<file path="src/rtl/bill_acceptor_link_controller_unit_assert.svh">
// assertion macros for the bill acceptor link controller
// expects i_clk and i_rst_n in the scope where a macro is used
`ifndef BILL_ACCEPTOR_LINK_CONTROLLER_UNIT_ASSERT_SVH
`define BILL_ACCEPTOR_LINK_CONTROLLER_UNIT_ASSERT_SVH

// same-cycle implication, disabled during reset
`define BALC_ASSERT_SAME(label, ante, cons) \
    label: assert property (@(posedge i_clk) disable iff (!i_rst_n) (ante) |-> (cons)) \
        else $error("balc check failed");

// next-cycle implication, disabled during reset
`define BALC_ASSERT_NEXT(label, ante, cons) \
    label: assert property (@(posedge i_clk) disable iff (!i_rst_n) (ante) |=> (cons)) \
        else $error("balc check failed");

`endif

</file>
<file path="src/rtl/balc_pkg.sv">
// shared types and constants for the bill acceptor link controller
// no dependencies
`timescale 1ns / 1ps

package balc_pkg;

    localparam int FRAME_BYTES_DEF = 4;

    // event codes
    localparam logic [2:0] MODE_BYTE  = 3'd0;
    localparam logic [2:0] MODE_TICK  = 3'd1;
    localparam logic [2:0] MODE_START = 3'd2;
    localparam logic [2:0] MODE_STOP  = 3'd3;
    localparam logic [2:0] MODE_TAKE  = 3'd4;

    // phase codes as reported on phase_now
    localparam logic [2:0] PH_IDLE      = 3'd0;
    localparam logic [2:0] PH_POWERUP   = 3'd1;
    localparam logic [2:0] PH_POLL      = 3'd2;
    localparam logic [2:0] PH_ESCROW    = 3'd3;
    localparam logic [2:0] PH_ACK       = 3'd4;
    localparam logic [2:0] PH_WAIT_READ = 3'd5;
    localparam logic [2:0] PH_STOPPED   = 3'd6;

    // register indexes
    localparam logic [2:0] CFG_POWERUP_WAIT = 3'd0;
    localparam logic [2:0] CFG_ESCROW_TMO   = 3'd1;
    localparam logic [2:0] CFG_VALUE_LOW    = 3'd2;
    localparam logic [2:0] CFG_VALUE_MID    = 3'd3;
    localparam logic [2:0] CFG_VALUE_HIGH   = 3'd4;

    // link bytes
    localparam logic [7:0] HDR_POWERUP   = 8'h80;
    localparam logic [7:0] PWR_OK        = 8'h8F;
    localparam logic [7:0] HDR_POLL      = 8'h81;
    localparam logic [7:0] CODE_LOW      = 8'h40;
    localparam logic [7:0] CODE_MID      = 8'h41;
    localparam logic [7:0] CODE_HIGH     = 8'h42;
    localparam logic [7:0] ESC_STACKED   = 8'h10;
    localparam logic [7:0] ESC_RETURNED  = 8'h11;
    localparam logic [7:0] STAT_STACKED  = 8'h2A;
    localparam logic [7:0] STATUS_LO     = 8'h20;
    localparam logic [7:0] STATUS_HI     = 8'h2F;
    localparam logic [7:0] TX_ACK        = 8'h02;
    localparam logic [7:0] TX_REJECT     = 8'h0F;

    localparam logic [15:0] TICK_MAX = 16'hFFFF;

    typedef struct packed {
        logic [2:0] mode;
        logic [7:0] rx_byte;
    } t_in_req;

    typedef struct packed {
        logic        tx_valid;
        logic [7:0]  tx_byte;
        logic [15:0] bill_value;
        logic [2:0]  phase_now;
    } t_out_req;

    typedef struct packed {
        logic [15:0] powerup_wait_ticks;
        logic [15:0] escrow_timeout_ticks;
        logic [15:0] bill_value_low;
        logic [15:0] bill_value_mid;
        logic [15:0] bill_value_high;
    } t_cfg;

    // frame update commands from the sequencer
    typedef struct packed {
        logic clear;
        logic rewind;
        logic write;
    } t_frame_ctl;

endpackage

</file>
<file path="src/rtl/balc_cfg.sv">
// configuration register file for the bill acceptor link controller
// depends on balc_pkg
`timescale 1ns / 1ps

module balc_cfg (
    input  logic              i_clk,
    input  logic              i_rst_n,
    input  logic              i_cfg_we,
    input  logic [2:0]        i_cfg_index,
    input  logic [15:0]       i_cfg_wdata,
    output balc_pkg::t_cfg    o_cfg
);
    import balc_pkg::*;

    t_cfg r_cfg;

    always_ff @(posedge i_clk) begin
        if (!i_rst_n) begin
            r_cfg.powerup_wait_ticks   <= 16'd50;
            r_cfg.escrow_timeout_ticks <= 16'd100;
            r_cfg.bill_value_low       <= 16'd20;
            r_cfg.bill_value_mid       <= 16'd50;
            r_cfg.bill_value_high      <= 16'd100;
        end else if (i_cfg_we) begin
            case (i_cfg_index)
                CFG_POWERUP_WAIT: r_cfg.powerup_wait_ticks   <= i_cfg_wdata;
                CFG_ESCROW_TMO:   r_cfg.escrow_timeout_ticks <= i_cfg_wdata;
                CFG_VALUE_LOW:    r_cfg.bill_value_low       <= i_cfg_wdata;
                CFG_VALUE_MID:    r_cfg.bill_value_mid       <= i_cfg_wdata;
                CFG_VALUE_HIGH:   r_cfg.bill_value_high      <= i_cfg_wdata;
                default: begin
                end
            endcase
        end
    end

    assign o_cfg = r_cfg;

endmodule

</file>
<file path="src/rtl/balc_frame.sv">
// receive frame buffer with write position
// depends on balc_pkg
`timescale 1ns / 1ps

module balc_frame #(
    parameter int FRAME_BYTES = balc_pkg::FRAME_BYTES_DEF
) (
    input  logic                   i_clk,
    input  logic                   i_rst_n,
    input  logic                   i_step,
    input  balc_pkg::t_frame_ctl   i_ctl,
    input  logic [7:0]             i_byte,
    output logic [7:0]             o_byte0,
    output logic [7:0]             o_byte1
);
    import balc_pkg::*;

    localparam int IDX_W = $clog2(FRAME_BYTES);
    localparam logic [IDX_W-1:0] IDX_LAST = IDX_W'(FRAME_BYTES - 1);

    logic [7:0]       r_frame [FRAME_BYTES];
    logic [7:0]       n_frame [FRAME_BYTES];
    logic [IDX_W-1:0] r_idx;
    logic [IDX_W-1:0] n_idx;
    logic [IDX_W-1:0] wr_idx;

    always_comb begin
        n_frame = r_frame;
        n_idx   = r_idx;
        wr_idx  = r_idx;
        if (i_step) begin
            if (i_ctl.clear) begin
                for (int k = 0; k < FRAME_BYTES; k++) begin
                    n_frame[k] = 8'h00;
                end
                n_idx = '0;
            end
            if (i_ctl.rewind) begin
                n_idx = '0;
            end
            wr_idx = n_idx;
            if (i_ctl.write) begin
                n_frame[wr_idx] = i_byte;
                n_idx = (wr_idx == IDX_LAST) ? '0 : wr_idx + 1'b1;
            end
        end
    end

    always_ff @(posedge i_clk) begin
        if (!i_rst_n) begin
            for (int k = 0; k < FRAME_BYTES; k++) begin
                r_frame[k] <= 8'h00;
            end
            r_idx <= '0;
        end else begin
            r_frame <= n_frame;
            r_idx   <= n_idx;
        end
    end

    assign o_byte0 = r_frame[0];
    assign o_byte1 = r_frame[1];

endmodule

</file>
<file path="src/rtl/balc_seq.sv">
// link sequencer: phase, tick counter, held bill and per-request result
// depends on balc_pkg
`timescale 1ns / 1ps

module balc_seq (
    input  logic                   i_clk,
    input  logic                   i_rst_n,
    input  logic                   i_step,
    input  balc_pkg::t_in_req      i_req,
    input  balc_pkg::t_cfg         i_cfg,
    input  logic [7:0]             i_frame0,
    input  logic [7:0]             i_frame1,
    output balc_pkg::t_frame_ctl   o_frame_ctl,
    output balc_pkg::t_out_req     o_result
);
    import balc_pkg::*;

    typedef enum logic [2:0] {
        ST_IDLE      = PH_IDLE,
        ST_POWERUP   = PH_POWERUP,
        ST_POLL      = PH_POLL,
        ST_ESCROW    = PH_ESCROW,
        ST_ACK       = PH_ACK,
        ST_WAIT_READ = PH_WAIT_READ,
        ST_STOPPED   = PH_STOPPED
    } t_phase;

    t_phase      r_phase, n_phase;
    logic        r_running, n_running;
    logic [15:0] r_tick, n_tick;
    logic [15:0] r_held, n_held;
    logic [15:0] tick_inc;
    logic        rx_header;
    logic        rx_status;
    logic        f0_status;
    t_frame_ctl  ctl;
    t_out_req    res;

    assign tick_inc  = (r_tick == TICK_MAX) ? r_tick : r_tick + 16'd1;
    assign rx_status = i_req.rx_byte inside {[STATUS_LO:STATUS_HI]};
    assign f0_status = i_frame0 inside {[STATUS_LO:STATUS_HI]};

    always_comb begin
        case (r_phase)
            ST_POWERUP: rx_header = (i_req.rx_byte == HDR_POWERUP);
            ST_POLL:    rx_header = (i_req.rx_byte == HDR_POLL);
            ST_ESCROW:  rx_header = (i_req.rx_byte == ESC_STACKED)
                                 || (i_req.rx_byte == ESC_RETURNED);
            default:    rx_header = 1'b0;
        endcase
    end

    always_comb begin
        n_phase   = r_phase;
        n_running = r_running;
        n_tick    = r_tick;
        n_held    = r_held;
        ctl       = '0;
        res       = '0;
        case (i_req.mode)
            MODE_BYTE: begin
                if (r_phase == ST_POWERUP || r_phase == ST_POLL || r_phase == ST_ESCROW) begin
                    ctl.write = 1'b1;
                    ctl.clear = rx_header || rx_status;
                end
            end
            MODE_TICK: begin
                if (r_running) begin
                    n_tick = tick_inc;
                    case (r_phase)
                        ST_POWERUP: begin
                            if (tick_inc >= i_cfg.powerup_wait_ticks) begin
                                n_tick = '0;
                                if (i_frame0 == HDR_POWERUP && i_frame1 == PWR_OK) begin
                                    n_phase = ST_ACK;
                                end
                            end
                        end
                        ST_ACK: begin
                            if (tick_inc >= i_cfg.powerup_wait_ticks) begin
                                n_tick       = '0;
                                n_phase      = ST_POLL;
                                res.tx_valid = 1'b1;
                                res.tx_byte  = TX_ACK;
                            end
                        end
                        ST_POLL: begin
                            if (i_frame0 == HDR_POLL) begin
                                if (i_frame1 inside {[CODE_LOW:CODE_HIGH]}) begin
                                    n_tick       = '0;
                                    n_phase      = ST_ESCROW;
                                    res.tx_valid = 1'b1;
                                    res.tx_byte  = TX_ACK;
                                    case (i_frame1)
                                        CODE_LOW: n_held = i_cfg.bill_value_low;
                                        CODE_MID: n_held = i_cfg.bill_value_mid;
                                        default:  n_held = i_cfg.bill_value_high;
                                    endcase
                                end else if (tick_inc >= i_cfg.escrow_timeout_ticks) begin
                                    ctl.clear    = 1'b1;
                                    n_tick       = '0;
                                    n_phase      = ST_ESCROW;
                                    res.tx_valid = 1'b1;
                                    res.tx_byte  = TX_REJECT;
                                end
                            end
                        end
                        ST_ESCROW: begin
                            if (i_frame0 == ESC_STACKED || i_frame0 == STAT_STACKED) begin
                                n_tick  = '0;
                                n_phase = ST_WAIT_READ;
                            end else if (i_frame0 == ESC_RETURNED || f0_status) begin
                                ctl.clear = 1'b1;
                                n_tick    = '0;
                                n_held    = '0;
                                n_phase   = ST_POLL;
                            end
                        end
                        default: begin
                        end
                    endcase
                end
            end
            MODE_START: begin
                ctl.clear = 1'b1;
                n_tick    = '0;
                n_running = 1'b1;
                n_phase   = ST_POWERUP;
            end
            MODE_STOP: begin
                ctl.clear = 1'b1;
                n_tick    = '0;
                n_running = 1'b0;
                n_phase   = ST_STOPPED;
            end
            MODE_TAKE: begin
                if (r_phase == ST_WAIT_READ) begin
                    res.bill_value = r_held;
                    n_held         = '0;
                    ctl.rewind     = 1'b1;
                    n_tick         = '0;
                    n_phase        = ST_POLL;
                end
            end
            default: begin
            end
        endcase
        res.phase_now = n_phase;
    end

    always_ff @(posedge i_clk) begin
        if (!i_rst_n) begin
            r_phase   <= ST_IDLE;
            r_running <= 1'b0;
            r_tick    <= '0;
            r_held    <= '0;
        end else if (i_step) begin
            r_phase   <= n_phase;
            r_running <= n_running;
            r_tick    <= n_tick;
            r_held    <= n_held;
        end
    end

    assign o_frame_ctl = ctl;
    assign o_result    = res;

endmodule

</file>
<file path="src/rtl/bill_acceptor_link_controller_unit.sv">
// path: an accepted request waits in the input reg, then its result in the result reg
// throughput: one request per cycle while the result side is ready; the state update
// sets the rate, and the request register can take one new request while a result waits
// reset: synchronous active-low; phase idle, not running, frame cleared,
// registers back to defaults (wait 50, timeout 100, values 20/50/100)
`timescale 1ns / 1ps
`include "bill_acceptor_link_controller_unit_assert.svh"

module bill_acceptor_link_controller_unit #(
    parameter int FRAME_BYTES = balc_pkg::FRAME_BYTES_DEF
) (
    input  logic                 i_clk,
    input  logic                 i_rst_n,
    // request channel
    input  logic                 i_in_valid,
    output logic                 o_in_ready,
    input  balc_pkg::t_in_req    i_in_req,
    // result channel
    output logic                 o_out_valid,
    input  logic                 i_out_ready,
    output balc_pkg::t_out_req   o_out_req,
    // configuration writes
    input  logic                 i_cfg_we,
    input  logic [2:0]           i_cfg_index,
    input  logic [15:0]          i_cfg_wdata
);
    import balc_pkg::*;

    // request holding register
    logic       r_in_valid;
    t_in_req    r_in;
    // result register
    logic       r_out_valid;
    t_out_req   r_out;

    logic       step;        // request moves from input reg through the sequencer
    t_cfg       cfg;
    t_frame_ctl frame_ctl;
    t_out_req   result;
    logic [7:0] frame0;
    logic [7:0] frame1;

    // a request advances when the result register is empty or being drained
    assign step       = r_in_valid && (!r_out_valid || i_out_ready);
    assign o_in_ready = !r_in_valid || step;

    always_ff @(posedge i_clk) begin
        if (!i_rst_n) begin
            r_in_valid <= 1'b0;
        end else if (o_in_ready) begin
            r_in_valid <= i_in_valid;
        end
    end

    // payload needs no reset
    always_ff @(posedge i_clk) begin
        if (o_in_ready && i_in_valid) begin
            r_in <= i_in_req;
        end
    end

    always_ff @(posedge i_clk) begin
        if (!i_rst_n) begin
            r_out_valid <= 1'b0;
        end else if (step) begin
            r_out_valid <= 1'b1;
        end else if (i_out_ready) begin
            r_out_valid <= 1'b0;
        end
    end

    always_ff @(posedge i_clk) begin
        if (step) begin
            r_out <= result;
        end
    end

    assign o_out_valid = r_out_valid;
    assign o_out_req   = r_out;

    balc_cfg u_cfg (
        .i_clk       (i_clk),
        .i_rst_n     (i_rst_n),
        .i_cfg_we    (i_cfg_we),
        .i_cfg_index (i_cfg_index),
        .i_cfg_wdata (i_cfg_wdata),
        .o_cfg       (cfg)
    );

    // frame buffer: bytes received from the acceptor
    balc_frame #(
        .FRAME_BYTES (FRAME_BYTES)
    ) u_frame (
        .i_clk   (i_clk),
        .i_rst_n (i_rst_n),
        .i_step  (step),
        .i_ctl   (frame_ctl),
        .i_byte  (r_in.rx_byte),
        .o_byte0 (frame0),
        .o_byte1 (frame1)
    );

    // sequencer: phase machine and result formation
    balc_seq u_seq (
        .i_clk       (i_clk),
        .i_rst_n     (i_rst_n),
        .i_step      (step),
        .i_req       (r_in),
        .i_cfg       (cfg),
        .i_frame0    (frame0),
        .i_frame1    (frame1),
        .o_frame_ctl (frame_ctl),
        .o_result    (result)
    );

    // a sent byte is only ever ack or reject
    `BALC_ASSERT_SAME(a_tx_byte_code, r_out_valid && r_out.tx_valid,
        r_out.tx_byte == TX_ACK || r_out.tx_byte == TX_REJECT)
    // a sent byte leaves the link in poll or escrow
    `BALC_ASSERT_SAME(a_tx_phase, r_out_valid && r_out.tx_valid,
        r_out.phase_now == PH_POLL || r_out.phase_now == PH_ESCROW)
    // a paid-out bill always re-arms polling
    `BALC_ASSERT_SAME(a_take_phase, r_out_valid && (r_out.bill_value != 16'd0),
        r_out.phase_now == PH_POLL)
    // an advancing request always lands in the result register
    `BALC_ASSERT_NEXT(a_step_fills, step, r_out_valid)

endmodule

</file>
<file path="config.mk">
export PLATFORM = sky130hd
export DESIGN_NAME = bill_acceptor_link_controller_unit
export DESIGN_NICKNAME = d
export VERILOG_FILES = /design/src/rtl/balc_pkg.sv /design/src/rtl/balc_cfg.sv /design/src/rtl/balc_frame.sv /design/src/rtl/balc_seq.sv /design/src/rtl/bill_acceptor_link_controller_unit.sv
export VERILOG_INCLUDE_DIRS = /design/src /design/src/rtl
export SDC_FILE = /design/constraint.sdc
export NUM_CORES = 1
export LEC_CHECK = 0
export BUFFER_PORTS_ARGS = -buffer_cell sky130_fd_sc_hd__clkbuf_2
export CORE_MARGIN = 10
export CORE_UTILIZATION = 64
export CTS_CLUSTER_SIZE = 10
export DETAILED_ROUTE_END_ITERATION = 8
export PLACE_DENSITY = 0.85
export SETUP_SLACK_MARGIN = 0.2
export SLEW_MARGIN = 20
export SYNTH_ARGS = -nofsm -noshare
export SYNTH_HDL_FRONTEND = slang
export SYNTH_SLANG_ARGS = --single-unit
</file>
<file path="constraint.sdc">
create_clock -name i_clk -period 8.9 [get_ports i_clk]
set_clock_uncertainty 0.2 [all_clocks]
set_input_delay 0.445 -clock i_clk [delete_from_list [all_inputs] [get_ports i_clk]]
set_output_delay 0.445 -clock i_clk [all_outputs]
set_load 0.005 [all_outputs]
</file>
After elaboration in Yosys (flattened, before gate mapping). Index checks and enable logic that the tools add are counted. W data, S select, Z words.

Register bits: 191. Bits of input ports: 35. Output and inout bits: 30. Word-level logic and storage cells: 168.

Add/subtract/negate cells: 2. Order comparisons: 10. Equal/unequal tests: 34. Mux-type cells: 64. Bitwise logic cells: 1. Reduce and logical (&&, ||, !) cells: 35.

Operators with widths (number): $mux W16 (14); $mux W32 (3); $pmux W16 S2 (3); $pmux W16 S3 (2); $eq A8 B8 Y1 const B (5); $mux W9 (4); $bwmux W32 (1); $eq A8 B5 Y1 const B (4); $ge A16 B16 Y1 (2); $mux W3 (10); $pmux W3 S4 (2); $eq A3 B2 Y1 const B (6); $pmux W9 S2 (1); $add A16 B1 Y16 const B (1); $demux W8 S2 (1); $eq A16 B16 Y1 const B (1); $eq A8 B7 Y1 const B (2); $ge A8 B6 Y1 const B (2); $le A8 B6 Y1 const B (2); $reduce_and A2 Y1 (8); $mux W1 (13); $eq A3 B3 Y1 const B (4); $ne A3 B3 Y1 const B (4); $mux W2 (5); other kinds (23) (46).

Depth between registers and ports, before layout. Gate-level depths: netlist of the first run.

Word-level depth: 19. Depth in mapped cells: 21. Gate-level depth less buffers: 20.

Hierarchy. Synthesis of the first run repeated with hierarchy kept, for this count alone.

Cell total of the unflattened synthesis: 922. Area, all modules: 8702.1 µm².

Modules (own cells, without submodules): balc_seq (times used 1, cells each 499, area an instance 3621.0 µm², sequential area each 720.7 µm²); balc_cfg (times used 1, cells each 287, area an instance 3050.4 µm², sequential area each 1601.5 µm²); bill_acceptor_link_controller_unit (times used 1, cells each 48, area an instance 1275.0 µm², sequential area each 1211.2 µm²); balc_frame (times used 1, cells each 88, area an instance 755.7 µm², sequential area each 360.3 µm²).

Worst setup path before layout of the first run. OpenSTA, ideal clock, no wires.

Kind: reg2reg. Start: register u_seq.r_tick[4]. End: register u_frame.r_frame (netlist bit u_frame.o_byte1[0]). Setup time: 121 ps. Data arrival time: 4170 ps. Required time: 8579 ps. Path slack: 4409 ps. Cell stages (with the launch flop): 22. Path buffers: 2. Period minus slack after synthesis: 4491 ps. Cells stage by stage: dfxtp_1 > nand4_1 > or2_2 > clkbuf_1 > or2_2 > clkbuf_1 > nand4_1 > xor2_1 > inv_1 > ha_1 > nor2_1 > nor3_1 > a21oi_1 > o41ai_2 > a21oi_2 > or2_1 > and3_1 > ha_1 > nand2_1 > nor2_1 > a32oi_1 > nand2_1.

Longest elaborated chain between the ends: 19. Elaborated cells between the ends (all ways): 23. Classes of those cells: add/sub (1); order compare (3); eq/ne (1); mux (16); bitwise (1); reduce/logical (1).

RTL lines: from (decl) (line balc_seq.sv:30) `logic [15:0] r_tick, n_tick;`; from (signal assigned) (line balc_seq.sv:160) `r_tick <= n_tick;`; $add A16 B1 Y16 / $eq A16 B16 Y1 (equally long branches) (line balc_seq.sv:39) `assign tick_inc = (r_tick == TICK_MAX) ? r_tick : r_tick + 16'd1;`; $mux W16 * (line balc_seq.sv:39); $ge A16 B16 Y1 * (line balc_seq.sv:99) `end else if (tick_inc >= i_cfg.escrow_timeout_ticks) begin`; $mux W1 * (line balc_seq.sv:99); $mux W1 * (line balc_seq.sv:89) `if (i_frame1 inside {[CODE_LOW:CODE_HIGH]}) begin`; $mux W1 * (line balc_seq.sv:88) `if (i_frame0 == HDR_POLL) begin`; $pmux W1 S2 * (line balc_seq.sv:70) `case (r_phase)`; $mux W1 * (line balc_seq.sv:68) `if (r_running) begin`; [... 3 more ...]; $mux W2 (line balc_frame.sv:31) `if (i_step) begin`; $not A2 Y3 (not written as such) (line balc_frame.sv:43) `n_frame[wr_idx] = i_byte;`; $ge A3 B3 Y1 (not written as such) / $lt A3 B1 Y1 (equally long branches) (line balc_frame.sv:43); $logic_and A1 B1 Y1 (not written as such) (line balc_frame.sv:43); $mux W8 (not written as such) (line balc_frame.sv:43); $demux W8 S2 (line balc_frame.sv:43); $bwmux W32 (line balc_frame.sv:43); $mux W32 * (line balc_frame.sv:42) `if (i_ctl.write) begin`; to (signal assigned) (line balc_frame.sv:56) `r_frame <= n_frame;`; to (decl) (line balc_frame.sv:21) `logic [7:0] r_frame [FRAME_BYTES];`.

Every way passes the cells marked *; elsewhere a longest branch is shown, timed or not. The select of a mux whose other input is x is not followed. A chain may end at the register's enable or synchronous reset.

Worst setup path after layout of the first run.
Start: register u_seq.r_tick[4]. End: register u_frame.r_frame (netlist bit u_frame.o_byte0[6]).

Same word-level chain as after synthesis.

==> metrics.md, run 1 <==
| Metric | Value |
|---|---|
| Clock Latency Late Sink | between 400 and 500 ps |
| Hold wc startpoint | i_in_valid |
| Htree depth | 4 |
| Clock transition at path regs | 70 ps |
| Cell total after placement | between 1,000 and 1,500 |
| Fillers | between 1,000 and 1,500 |
| Endpoints failing hold | 0 |
| Finished Layout Cells | approximately 1,300 |
| Max Fclk | approximately 190 MHz |
| Min-Delay Path Depth | 3 |
| Layout cells sized above 1 | between 10% and 20% |
| Pin count of the biggest net entering global routing | 76 |
| Routability cong. | approximately 0.90 |
| Leak | between 3 and 4 nW |
| TritonCTS buffer count | 17 |
| Met3 wire length | 1.97 mm |
| Slowest cell on crit path | o21ai_0 |
| Number of global-route vias before repair | between 7,000 and 8,000 |
| Post-DP HPWL | 14.5 mm |
| Status | complete, no violations |
| Synth Cell Area | a little under 9000 sq um |
| Worst path required time | 9070 ps |
| Fin nets | 1,142 |
| DR iter-0 viols | 788 |
| Max_slew headroom | around a third |
| Critical path fanouts, max | 17 |
| Crit-path cells | nand4_1 -> or2_2 -> o21ai_0 -> xnor2_1 -> ha_1 -> nand2_1 -> nor3_1 -> a21oi_1 -> o41ai_2 -> a21oi_2 -> or2_1 -> nand3_1 -> ha_1 -> nand2_1 -> nor2_1 -> a32oi_1 -> nand2_1 |
| CTS root buf | clkbuf_16 |
| Most used DFF post-synth | dfxtp_1 |
| Drc violations | 0 |
| CP startpoint kind | flop |
| Starting Density | between 60% and 70% |
| GRT overflow | 0 |
| Number of synthesized flops with an enable pin | 32 |
| I/O pin count | 65 |
| # clock sinks | 168 |
| Cell with the most instances on the worst path | nand2_1 |
| Register area share after synthesis | a little over two fifths |
| Setup TNS | 0 ps |
| Met2 WL post-DR | slightly above 10 mm |
| Area Growth Syn to Fin | 10.6% |
| Ys async rst share | 0% |
| WL/cell | ~17 um |
| Global-route wire length before repair | ~36 mm |
| Crit end category | flop |
| ANT cells | 0 |
| Reg-to-Reg Start | u_seq.r_tick[4] |
| GRT Util Overall | between 20% and 30% |
| Post-CTS sizing | 0 |
| Die Wd | between 100 and 150 um |
| Routed wire length | about 22 mm |
| PortBufs | 60 |
| Actual slew at the worst max-slew pin | approximately 1000 ps |
| Distinct cells, synth | slightly below 80 |
| Total power | around 1.6 mW |
| Clk buf depth | 2 |
| Path depth of the worst reg2reg path | 17 |
| CTS tree | done |
| Max layer used | met4 |
| Fin crit share | slightly below 60% |
| Final setup viols | 0 |
| Flop and latch count out of synthesis | between 150 and 200 |
| Min-Delay Path Class | input port to flop |
| Max VDD drop | roughly 140 uV |
| Synth warnings | 0 |
| Mean post-synth cell area | around 8.4 sq um |
| Most common cell after layout, fill and taps aside | nand2_1 |
| Placeable Area | ~13,000 sq um |
| Final slew viol count | 0 |
| Postcts setup bufs | 0 |
| CP max stage delay | 600 ps |
| Total power per unit cell area | ~170 nW/um^2 |
| FP Rows | 42 |
| Routed Antenna Nets | 0 |
| MaxCap Viol Count | 0 |
| Mapped Cells | 1,038 |
| Via count | roughly 7,700 |
| RSZ-0062 raised after global routing | false |
| Crit Path Class | flop to flop |
| Worst path arrival time | about 5500 ps |
| Antenna violations before repair | 0 |
| Chip Height | 136 um |
| Vias/cell | 6.11 |
| Drt pass-1 iters | 5 |
| Commonest non-fill, non-tap cells in the layout | nand2_1 (230), dfxtp_1 (136), a21oi_1 (94), clkbuf_2 (60), inv_1 (50) |
| Met1 WL | 9.29 mm |
| Crit path from | u_seq.r_tick[4] |
| Die ar. | 18,600 sq um |
| Minimum clock period | roughly 5300 ps |
-- logic make-up after synthesis --
family / Yosys count / share of synthesized area (%)
simple gates: 430 / 23.2
compound gates: 254 / 19.2
flops: 168 / 42.4
buf+inv: 118 / 6.57
fa+ha+maj: 35 / 5.04
mux: 21 / 2.42
xor+xnor: 11 / 1.11
other cells: 1 / 0.0432
-- metrics by stage --
step | hold WS [ps] | cell area [sq um] | util [%] | setup slack [ps]
2_1_floorplan | 233 | 8700 | - | 4410
4_1_cts | 48.0 | 9610 | 72.6 | 3760
6_report | 54.9 | 9610 | 72.6 | 3590
5_1_grt | 76.1 | 9610 | 72.6 | 3240
3_3_place_gp | 238 | 8900 | 67.2 | 3910
3_5_place_dp | 244 | 8900 | 67.2 | 3840
-- cell usage after synthesis (all sizes together) (17+ instances only) --
master  instances  area (sq um)
mux2i          21           210
dfxtp         136          2720
buf            17           121
ha             35           438
clkbuf         49           254
nor2           50           188
o31ai          21           173
nand2         231           870
inv            51           191
and2           22           138
edfxtp         32           961
a21oi          96           488
o21ai          46           230
nor3           19          95.1
nand3          40           200
-- state kept, by name, summed over array words and instances, names as in the netlist --
register / cells
u_cfg.o_cfg: 80
o_out_req: 21
u_seq.r_held: 16
u_seq.r_tick: 16
r_in: 11
u_frame.o_byte0: 8
u_frame.o_byte1: 8
u_seq.r_phase: 3
u_frame.r_idx: 2
o_out_valid: 1
r_in_valid: 1
u_seq.r_running: 1
-- per-layer routing --
metal / up-vias / global-route usage, %
met3: 39 / 5.72
met2: 374 / 37.7
li1: 3741 / -
met4: 0 / 7.34
met1: 3555 / 31.1
met5: - / 0
-- final cells by class --
class / count / area [sq um] / area share [%]
repair buffers: 78 / 463 / 4.82
clock inverters: 13 / 140 / 1.46
inverters: 52 / 195 / 2.03
clock buffers: 19 / 453 / 4.71
multi-input cells: 755 / 4450 / 46.3
flip-flops and latches: 168 / 3680 / 38.3
well taps: 176 / 220 / 2.29
-- critical path: cells and delay by family (launching register included) --
| kind | cells | cell delay [ps] |
|---|---|---|
| simple gates | 9 | 2130 |
| compound gates | 5 | 1750 |
| fa+ha+maj | 2 | 480 |
| flops | 1 | 470 |
| xor+xnor | 1 | 220 |
-- path summary, 6_finish.rpt --
check	slack, ps	to
worst min-delay path	50	r_in_valid
worst max register to register	3590	u_frame.o_byte0[6]
worst min register to register	250	u_cfg.o_cfg[15]
worst max-delay path	3590	u_frame.o_byte0[6]
-- report_power, final --
part	internal [mW]	switching, mW	total (mW)
logic	0.0320	0.0663	0.0983
registers	0.792	0.0144	0.806
clock network	0.431	0.311	0.742
-- what timing repair did --
item,4_1_cts,5_1_grt
endpoints found under the hold margin,11,0
hold buffers,11,0
setup endpoints to repair,0,0
(Power assumes the default switching activity.)
==> run 2: changes to the inputs <==
- CORE_UTILIZATION: 64 -> 61
- PLACE_DENSITY: 0.85 -> 0.82
- clock period: 8.9 -> 4.9 ns (I/O delays scaled with it)
==> run 2 against run 1 <==
First-iteration DRC count rose by 31%. Clock power rose by 79%. Register-to-register slack got worse by 3200 ps. Sequential cell count did not move. Die area rose by 4.2%. Hold slack improved by 140 ps. Routed wire length rose by 2.0%. Via count rose by 1.3%. Final area rose by 3.0%. Sequential share of layout area fell by 1.1 points. Largest cell class unchanged.
==> metrics.md, run 2 (synthesized netlist as in run 1, its figures left out) <==
| Metric | Value |
|---|---|
| Fin nets | 1,169 (was 1,142) |
| FP Rows | 43 (was 42) |
| Met2 Use GR | 36.8% (was 37.7%) |
| Area Growth Syn to Fin | 14.0% (was 10.6%) |
| Actual slew at the worst max-slew pin | 1220 ps (was 985 ps) |
| Htree depth | 4 (unchanged) |
| Status | complete, no violations (unchanged) |
| Max reg flops | 80 (unchanged) |
| Fin crit share | 91.7% (was 59.7%) |
| Final setup viols | 0 (unchanged) |
| Clock transition at path regs | 60 ps (was 70 ps) |
| Max Fclk | 223 MHz (was 188 MHz) |
| Met3 Usage GRT | 4.93% (was 5.72%) |
| CP startpoint kind | flop (unchanged) |
| Fillers | 1,081 (was 1,010) |
| Global-route wire length before repair | 36.4 mm (was 35.7 mm) |
| Routed Antenna Nets | 0 (unchanged) |
| Crit end category | flop (unchanged) |
| Worst path arrival time | 4600 ps (was 5480 ps) |
| CTS root buf | clkbuf_16 (unchanged) |
| Max_slew headroom | 18.5% (was 34.0%) |
| Antenna violations before repair | 0 (unchanged) |
| Die Wd | 139 um (was 136 um) |
| WL/cell | 17.3 um (about the same) |
| Pin count of the biggest net entering global routing | 75 (was 76) |
| MaxCap Viol Count | 0 (unchanged) |
| Busiest grt layer | met2 (unchanged) |
| Layout cells sized above 1 | 13.0% (was 12.0%) |
| Number of global-route vias before repair | 7,383 (was 7,078) |
| Routability cong. | 0.912 (was 0.900) |
| Endpoints failing hold | 0 (unchanged) |
| Comb pwr share | 6.5% (was 6.0%) |
| Chip Height | 139 um (was 136 um) |
| # clock sinks | 168 (unchanged) |
| Sequential share of power | 49.0% (about the same) |
| Worst path required time | 5010 ps (was 9070 ps) |
| DR iter-0 viols | 1,030 (was 788) |
| Met1 usage | 28.4% (was 31.1%) |
| Min-Delay Path Class | input port to flop (unchanged) |
| Psw | 705 uW (was 392 uW) |
| FF/Latch Area | 3690 sq um (was 3680 sq um) |
| Die ar. | 19,400 sq um (was 18,600 sq um) |
| Crit Path Class | flop to flop (unchanged) |
| Max VDD drop | 291 uV (was 140 uV) |
| Placeable Area | 13,900 sq um (was 13,200 sq um) |
| GRT overflow | 0 (unchanged) |
| Commonest non-fill, non-tap cells in the layout | nand2_1 (228), dfxtp_1 (134), a21oi_1 (93), clkbuf_2 (60), inv_1 (50) (was nand2_1 (230), dfxtp_1 (136), a21oi_1 (94), clkbuf_2 (60), inv_1 (50)) |
| Final slew viol count | 0 (unchanged) |
| Internal Power | 2.28 mW (was 1.25 mW) |
| ANT cells | 0 (unchanged) |
| PortBufs | 60 (unchanged) |
| TritonCTS buffer count | 17 (unchanged) |
| Leak | 3.69 nW (was 3.59 nW) |
| GRT Util Overall | 22.3% (was 23.7%) |
| Minimum clock period | 4490 ps (was 5310 ps) |
| Total power per unit cell area | 302 nW/um^2 (was 171 nW/um^2) |
| Clk buf depth | 2 (unchanged) |
| Setup TNS | 0 ps (unchanged) |
| Most common cell after layout, fill and taps aside | nand2_1 (unchanged) |
| Via count | 7,806 (was 7,709) |
| Multi-input logic area | 4500 sq um (was 4450 sq um) |
| Routed wire length | 22.3 mm (was 21.9 mm) |
| Clock Latency Late Sink | 430 ps (about the same) |
| Drc violations | 0 (unchanged) |
| RSZ-0062 raised after global routing | false (unchanged) |
| Drt pass-1 iters | 5 (unchanged) |
| Sw frac | 23.6% (was 23.8%) |
| CTS tree | done (unchanged) |
| Post-DP HPWL | 14.8 mm (was 14.5 mm) |
| Starting Density | 62.3% (was 65.6%) |
| Final Worst Setup Slack | 408 ps (was 3590 ps) |
| Place WS | 167 ps (was 3840 ps) |
| R2R Setup Slk | 410 ps (was 3590 ps) |
| Util after Layout | 71.0% (was 72.6%) |
| I/O pin count | 65 (unchanged) |
| Clock power share | 44.6% (was 45.0%) |
| Critical path fanouts, max | 10 (was 17) |
| Vias/cell | 6.05 (was 6.11) |
==> run 2: cell types whose count changed in the layout (fill, tap and decap cells not counted), sizes merged <==
cell / previous run / this run
clkbuf: 79 / 81
inv: 56 / 53
buf: 7 / 16
dlygate4sd3: 11 / 29
==> run 2: cell type report <==
cell class                      count  share of cell area, %
Clock inverter                     10                   1.21
Timing Repair Buffer              105                   7.18
Sequential cell                   168                   37.2
Inverter                           52                   1.97
Clock buffer                       21                   4.65
Multi-Input combinational cell    755                   45.5
Tap cell                          180                   2.28
==> run 2: timing repair <==
| action | 4_1_cts | 5_1_grt |
|---|---|---|
| hold endpoints to repair | 93 | 0 |
| resized for setup | 3 | 10 |
| endpoints found under the setup margin | 15 | 18 |
| hold buffers | 29 | 0 |
| buffers inserted | 0 | 3 |
| pin swaps | 0 | 4 |
==> run 2: final timing paths <==
check,startpoint,to,depth (start not counted)
max,u_seq.r_tick[7],u_frame.o_byte1[5],19
min,i_cfg_index[1],u_cfg.o_cfg[52],5
max reg2reg,u_seq.r_tick[7],u_frame.o_byte1[5],19
min reg2reg,u_cfg.o_cfg[12],u_cfg.o_cfg[12],2
==> run 2: power groups by stage <==
stage,sequential (mW),combinational (mW),clock (mW)
2_1_floorplan,1.48,0.118,0
3_3_place_gp,1.49,0.167,0
3_5_place_dp,1.49,0.169,0
4_1_cts,1.46,0.189,1.34
5_1_grt,1.47,0.214,1.40
6_report,1.46,0.194,1.33
==> run 2: metrics by stage <==
step | power, mW | hold WS (ps) | std cells | instance area, sq um
2_1_floorplan | 1.60 | 144 | 1041 | 8700
3_3_place_gp | 1.66 | 223 | 1228 | 8950
3_5_place_dp | 1.66 | 224 | 1228 | 8950
4_1_cts | 2.99 | 112 | 1288 | 9840
5_1_grt | 3.08 | 226 | 1291 | 9900
6_report | 2.99 | 198 | 1291 | 9900
==> run 2: worst max-delay path: stages (launching register included) <==
cell and delay, ps:
dfxtp_1 390, nand4_1 210, or2_2 410, or2_2 390, nand4_1 150, xor2_1 250
inv_1 100, ha_1 300, nor2_1 40, nor3_1 210, a21oi_1 140, o41ai_4 300
a21oi_2 100, or2_1 260, and3_1 190, ha_1 200, nand2_2 190, nor3_1 80
a31oi_1 160, o21ai_0 110
==> run 2: layer usage <==
| layer | vias to the layer above | share of wire (%) | wire length, um |
|---|---|---|---|
| li1 | 3788 | - | - |
| met1 | 3643 | 44 | 9800 |
| met2 | 328 | 47 | 10500 |
| met3 | 47 | 6.7 | 1490 |
| met4 | 0 | 2.3 | 508 |
| met5 | - | 0 | 0 |
==> run 3: changes to the inputs <==
- CELL_PAD_IN_SITES_DETAIL_PLACEMENT: unset -> 0
- CELL_PAD_IN_SITES_GLOBAL_PLACEMENT: unset -> 1
- CORE_UTILIZATION: 61 -> 46
- PLACE_DENSITY: 0.82 -> 0.81
==> run 3 against run 2 <==
Clock power hardly changed. First-iteration DRC count decreased by 47%. Global-route usage fell by 3.4 points. Critical path depth is 1 higher. Setup slack improved by 160 ps. Register-to-register slack improved by 160 ps. Sequential cell count is the same. Non-clock buffer count grew 3.
==> metrics.md, run 3 (synthesized netlist as in run 1, its figures left out) <==
| Metric | Value |
|---|---|
| Leak | 3.71 nW (was 3.69 nW) |
| Via count | 7,539 (was 7,806) |
| Drt pass-1 iters | 5 (unchanged) |
| Post-DP HPWL | 16.0 mm (was 14.8 mm) |
| Total power per unit cell area | 301 nW/um^2 (was 302 nW/um^2) |
| GRT overflow | 0 (unchanged) |
| Busiest grt layer | met2 (unchanged) |
| Most common cell after layout, fill and taps aside | nand2_1 (unchanged) |
| Internal Power | 2.24 mW (was 2.28 mW) |
| GRT Util Overall | 19.0% (was 22.3%) |
| Clock transition at path regs | 70 ps (was 60 ps) |
| Psw | 764 uW (was 705 uW) |
| Vias/cell | 5.59 (was 6.05) |
| Pin count of the biggest net entering global routing | 45 (was 75) |
| Postcts setup bufs | 0 (unchanged) |
| Die ar. | 24,800 sq um (was 19,400 sq um) |
| MaxCap Viol Count | 0 (unchanged) |
| Routability cong. | 0.843 (was 0.912) |
| Sequential share of power | 48.7% (was 49.0%) |
| Max Fclk | 231 MHz (was 223 MHz) |
| ANT cells | 0 (unchanged) |
| PortBufs | 60 (unchanged) |
| DR iter-0 viols | 541 (was 1,030) |
| Status | complete, no violations (unchanged) |
| Fin crit share | 88.3% (was 91.7%) |
| Routed wire length | 23.5 mm (was 22.3 mm) |
| Number of global-route vias before repair | 6,938 (was 7,383) |
| I/O pin count | 65 (unchanged) |
| Clock Latency Late Sink | 440 ps (was 430 ps) |
| Worst path required time | 5050 ps (was 5010 ps) |
| RSZ-0062 raised after global routing | false (unchanged) |
| Commonest non-fill, non-tap cells in the layout | nand2_1 (230), dfxtp_1 (134), a21oi_1 (93), clkbuf_2 (60), inv_1 (50) (was nand2_1 (228), dfxtp_1 (134), a21oi_1 (93), clkbuf_2 (60), inv_1 (50)) |
| Max reg flops | 80 (unchanged) |
| Comb pwr share | 6.7% (was 6.5%) |
| CTS root buf | clkbuf_16 (unchanged) |
| Area Growth Syn to Fin | 14.7% (was 14.0%) |
| Actual slew at the worst max-slew pin | 983 ps (was 1220 ps) |
| Routed Antenna Nets | 0 (unchanged) |
| Htree depth | 4 (unchanged) |
| Multi-input logic area | 4480 sq um (was 4500 sq um) |
| Minimum clock period | 4330 ps (was 4490 ps) |
| Max_slew headroom | 34.2% (was 18.5%) |
| Crit Path Class | flop to flop (unchanged) |
| Critical path fanouts, max | 8 (was 10) |
| Starting Density | 46.6% (was 62.3%) |
| Met1 usage | 26.2% (was 28.4%) |
| CP startpoint kind | flop (unchanged) |
| # clock sinks | 168 (unchanged) |
| FF/Latch Area | 3690 sq um (unchanged) |
| FP Rows | 50 (was 43) |
| Global-route wire length before repair | 37.4 mm (was 36.4 mm) |
| Placeable Area | 18,600 sq um (was 13,900 sq um) |
| Worst path arrival time | 4480 ps (was 4600 ps) |
| Crit end category | flop (unchanged) |
| Layout cells sized above 1 | 13.1% (was 13.0%) |
| Met2 Use GR | 29.1% (was 36.8%) |
| Antenna violations before repair | 0 (unchanged) |
| Sw frac | 25.4% (was 23.6%) |
| Endpoints failing hold | 0 (unchanged) |
| Fillers | 1,770 (was 1,081) |
| Final setup viols | 0 (unchanged) |
| Setup TNS | 0 ps (unchanged) |
| Drc violations | 0 (unchanged) |
| Final slew viol count | 0 (unchanged) |
| Min-Delay Path Class | input port to flop (unchanged) |
| CTS tree | done (unchanged) |
| WL/cell | 17.4 um (was 17.3 um) |
| Chip Height | 157 um (was 139 um) |
| TritonCTS buffer count | 17 (unchanged) |
| Fin nets | 1,172 (was 1,169) |
| Met3 Usage GRT | 4.39% (was 4.93%) |
| Clk buf depth | 2 (unchanged) |
| Util after Layout | 53.4% (was 71.0%) |
| Clock power share | 44.6% (about the same) |
| Max VDD drop | 235 uV (was 291 uV) |
| Die Wd | 157 um (was 139 um) |
## run 3: cell count changes in the layout (fill, tap and decap cells not counted), sizes merged
| cell | change |
|---|---|
| buf | +2 |
| bufinv | -1 |
| clkbuf | -2 |
| clkinv | -4 |
| dlygate4sd3 | +1 |
| inv | +8 |
## run 3: timing repair
item	4_1_cts	5_1_grt
hold endpoints to repair	93	0
endpoints found under the setup margin	0	17
resized for setup	0	10
hold buffers	30	0
## run 3: final cells by class
class,count,share of cell area [%]
clock buffer,19,4.45
clock inverter,13,1.31
inverter,52,1.96
multi-input combinational,755,45.0
sequential,168,37.0
tap,234,2.94
timing repair buffer,108,7.38
## run 3: worst max-delay path: stages (launching register included)
cell and delay, ps:
dfxtp_1 400, ha_1 220, and3_1 200, nand3_1 160, or2_2 400, nand4_1 140, xor2_1 180, inv_1 80
ha_1 270, nor2_1 40, nor3_1 180, a21oi_1 120, o41ai_4 360, a21oi_2 110, or2_1 270, and3_1 190
ha_1 190, nand2_1 110, buf_4 180, nand3_1 80, o21ai_0 180
## run 3: final timing paths
path / start / end / slack (ps) / cells after the start
hold / removal: i_cfg_index[1] / u_cfg.o_cfg[58] / 170 / 5
hold reg to reg: u_cfg.o_cfg[43] / u_cfg.o_cfg[43] / 250 / 2
setup reg to reg: u_seq.r_tick[1] / u_frame.o_byte1[5] / 570 / 20
setup / recovery: u_seq.r_tick[1] / u_frame.o_byte1[5] / 570 / 20
## run 3: power by group through the flow
stage	clock, mW	combinational [mW]	sequential [mW]
6_report	1.34	0.201	1.46
5_1_grt	1.42	0.223	1.46
4_1_cts	1.35	0.200	1.46
3_5_place_dp	0	0.180	1.49
3_3_place_gp	0	0.180	1.49
2_1_floorplan	0	0.118	1.48
## run 3: routing by layer
layer  up-vias  part of all wire, %
met5         -                    0
met1      3497                   47
met2       220                   46
li1       3801                    -
met4         0                  1.0
met3        21                  5.9
## run 3: metrics by stage
| stage | cell area [sq um] | cells | setup slack, ps | power, mW | hold slack, ps |
|---|---|---|---|---|---|
| finish | 9960 | 1349 | 573 | 3.00 | 168 |
| global route | 9960 | 1349 | 210 | 3.11 | 194 |
| CTS | 9930 | 1349 | 244 | 3.01 | 162 |
| detailed placement | 9060 | 1287 | 293 | 1.67 | 224 |
| global placement | 9060 | 1287 | 414 | 1.67 | 223 |
| floorplan | 8700 | 1041 | 409 | 1.60 | 144 |
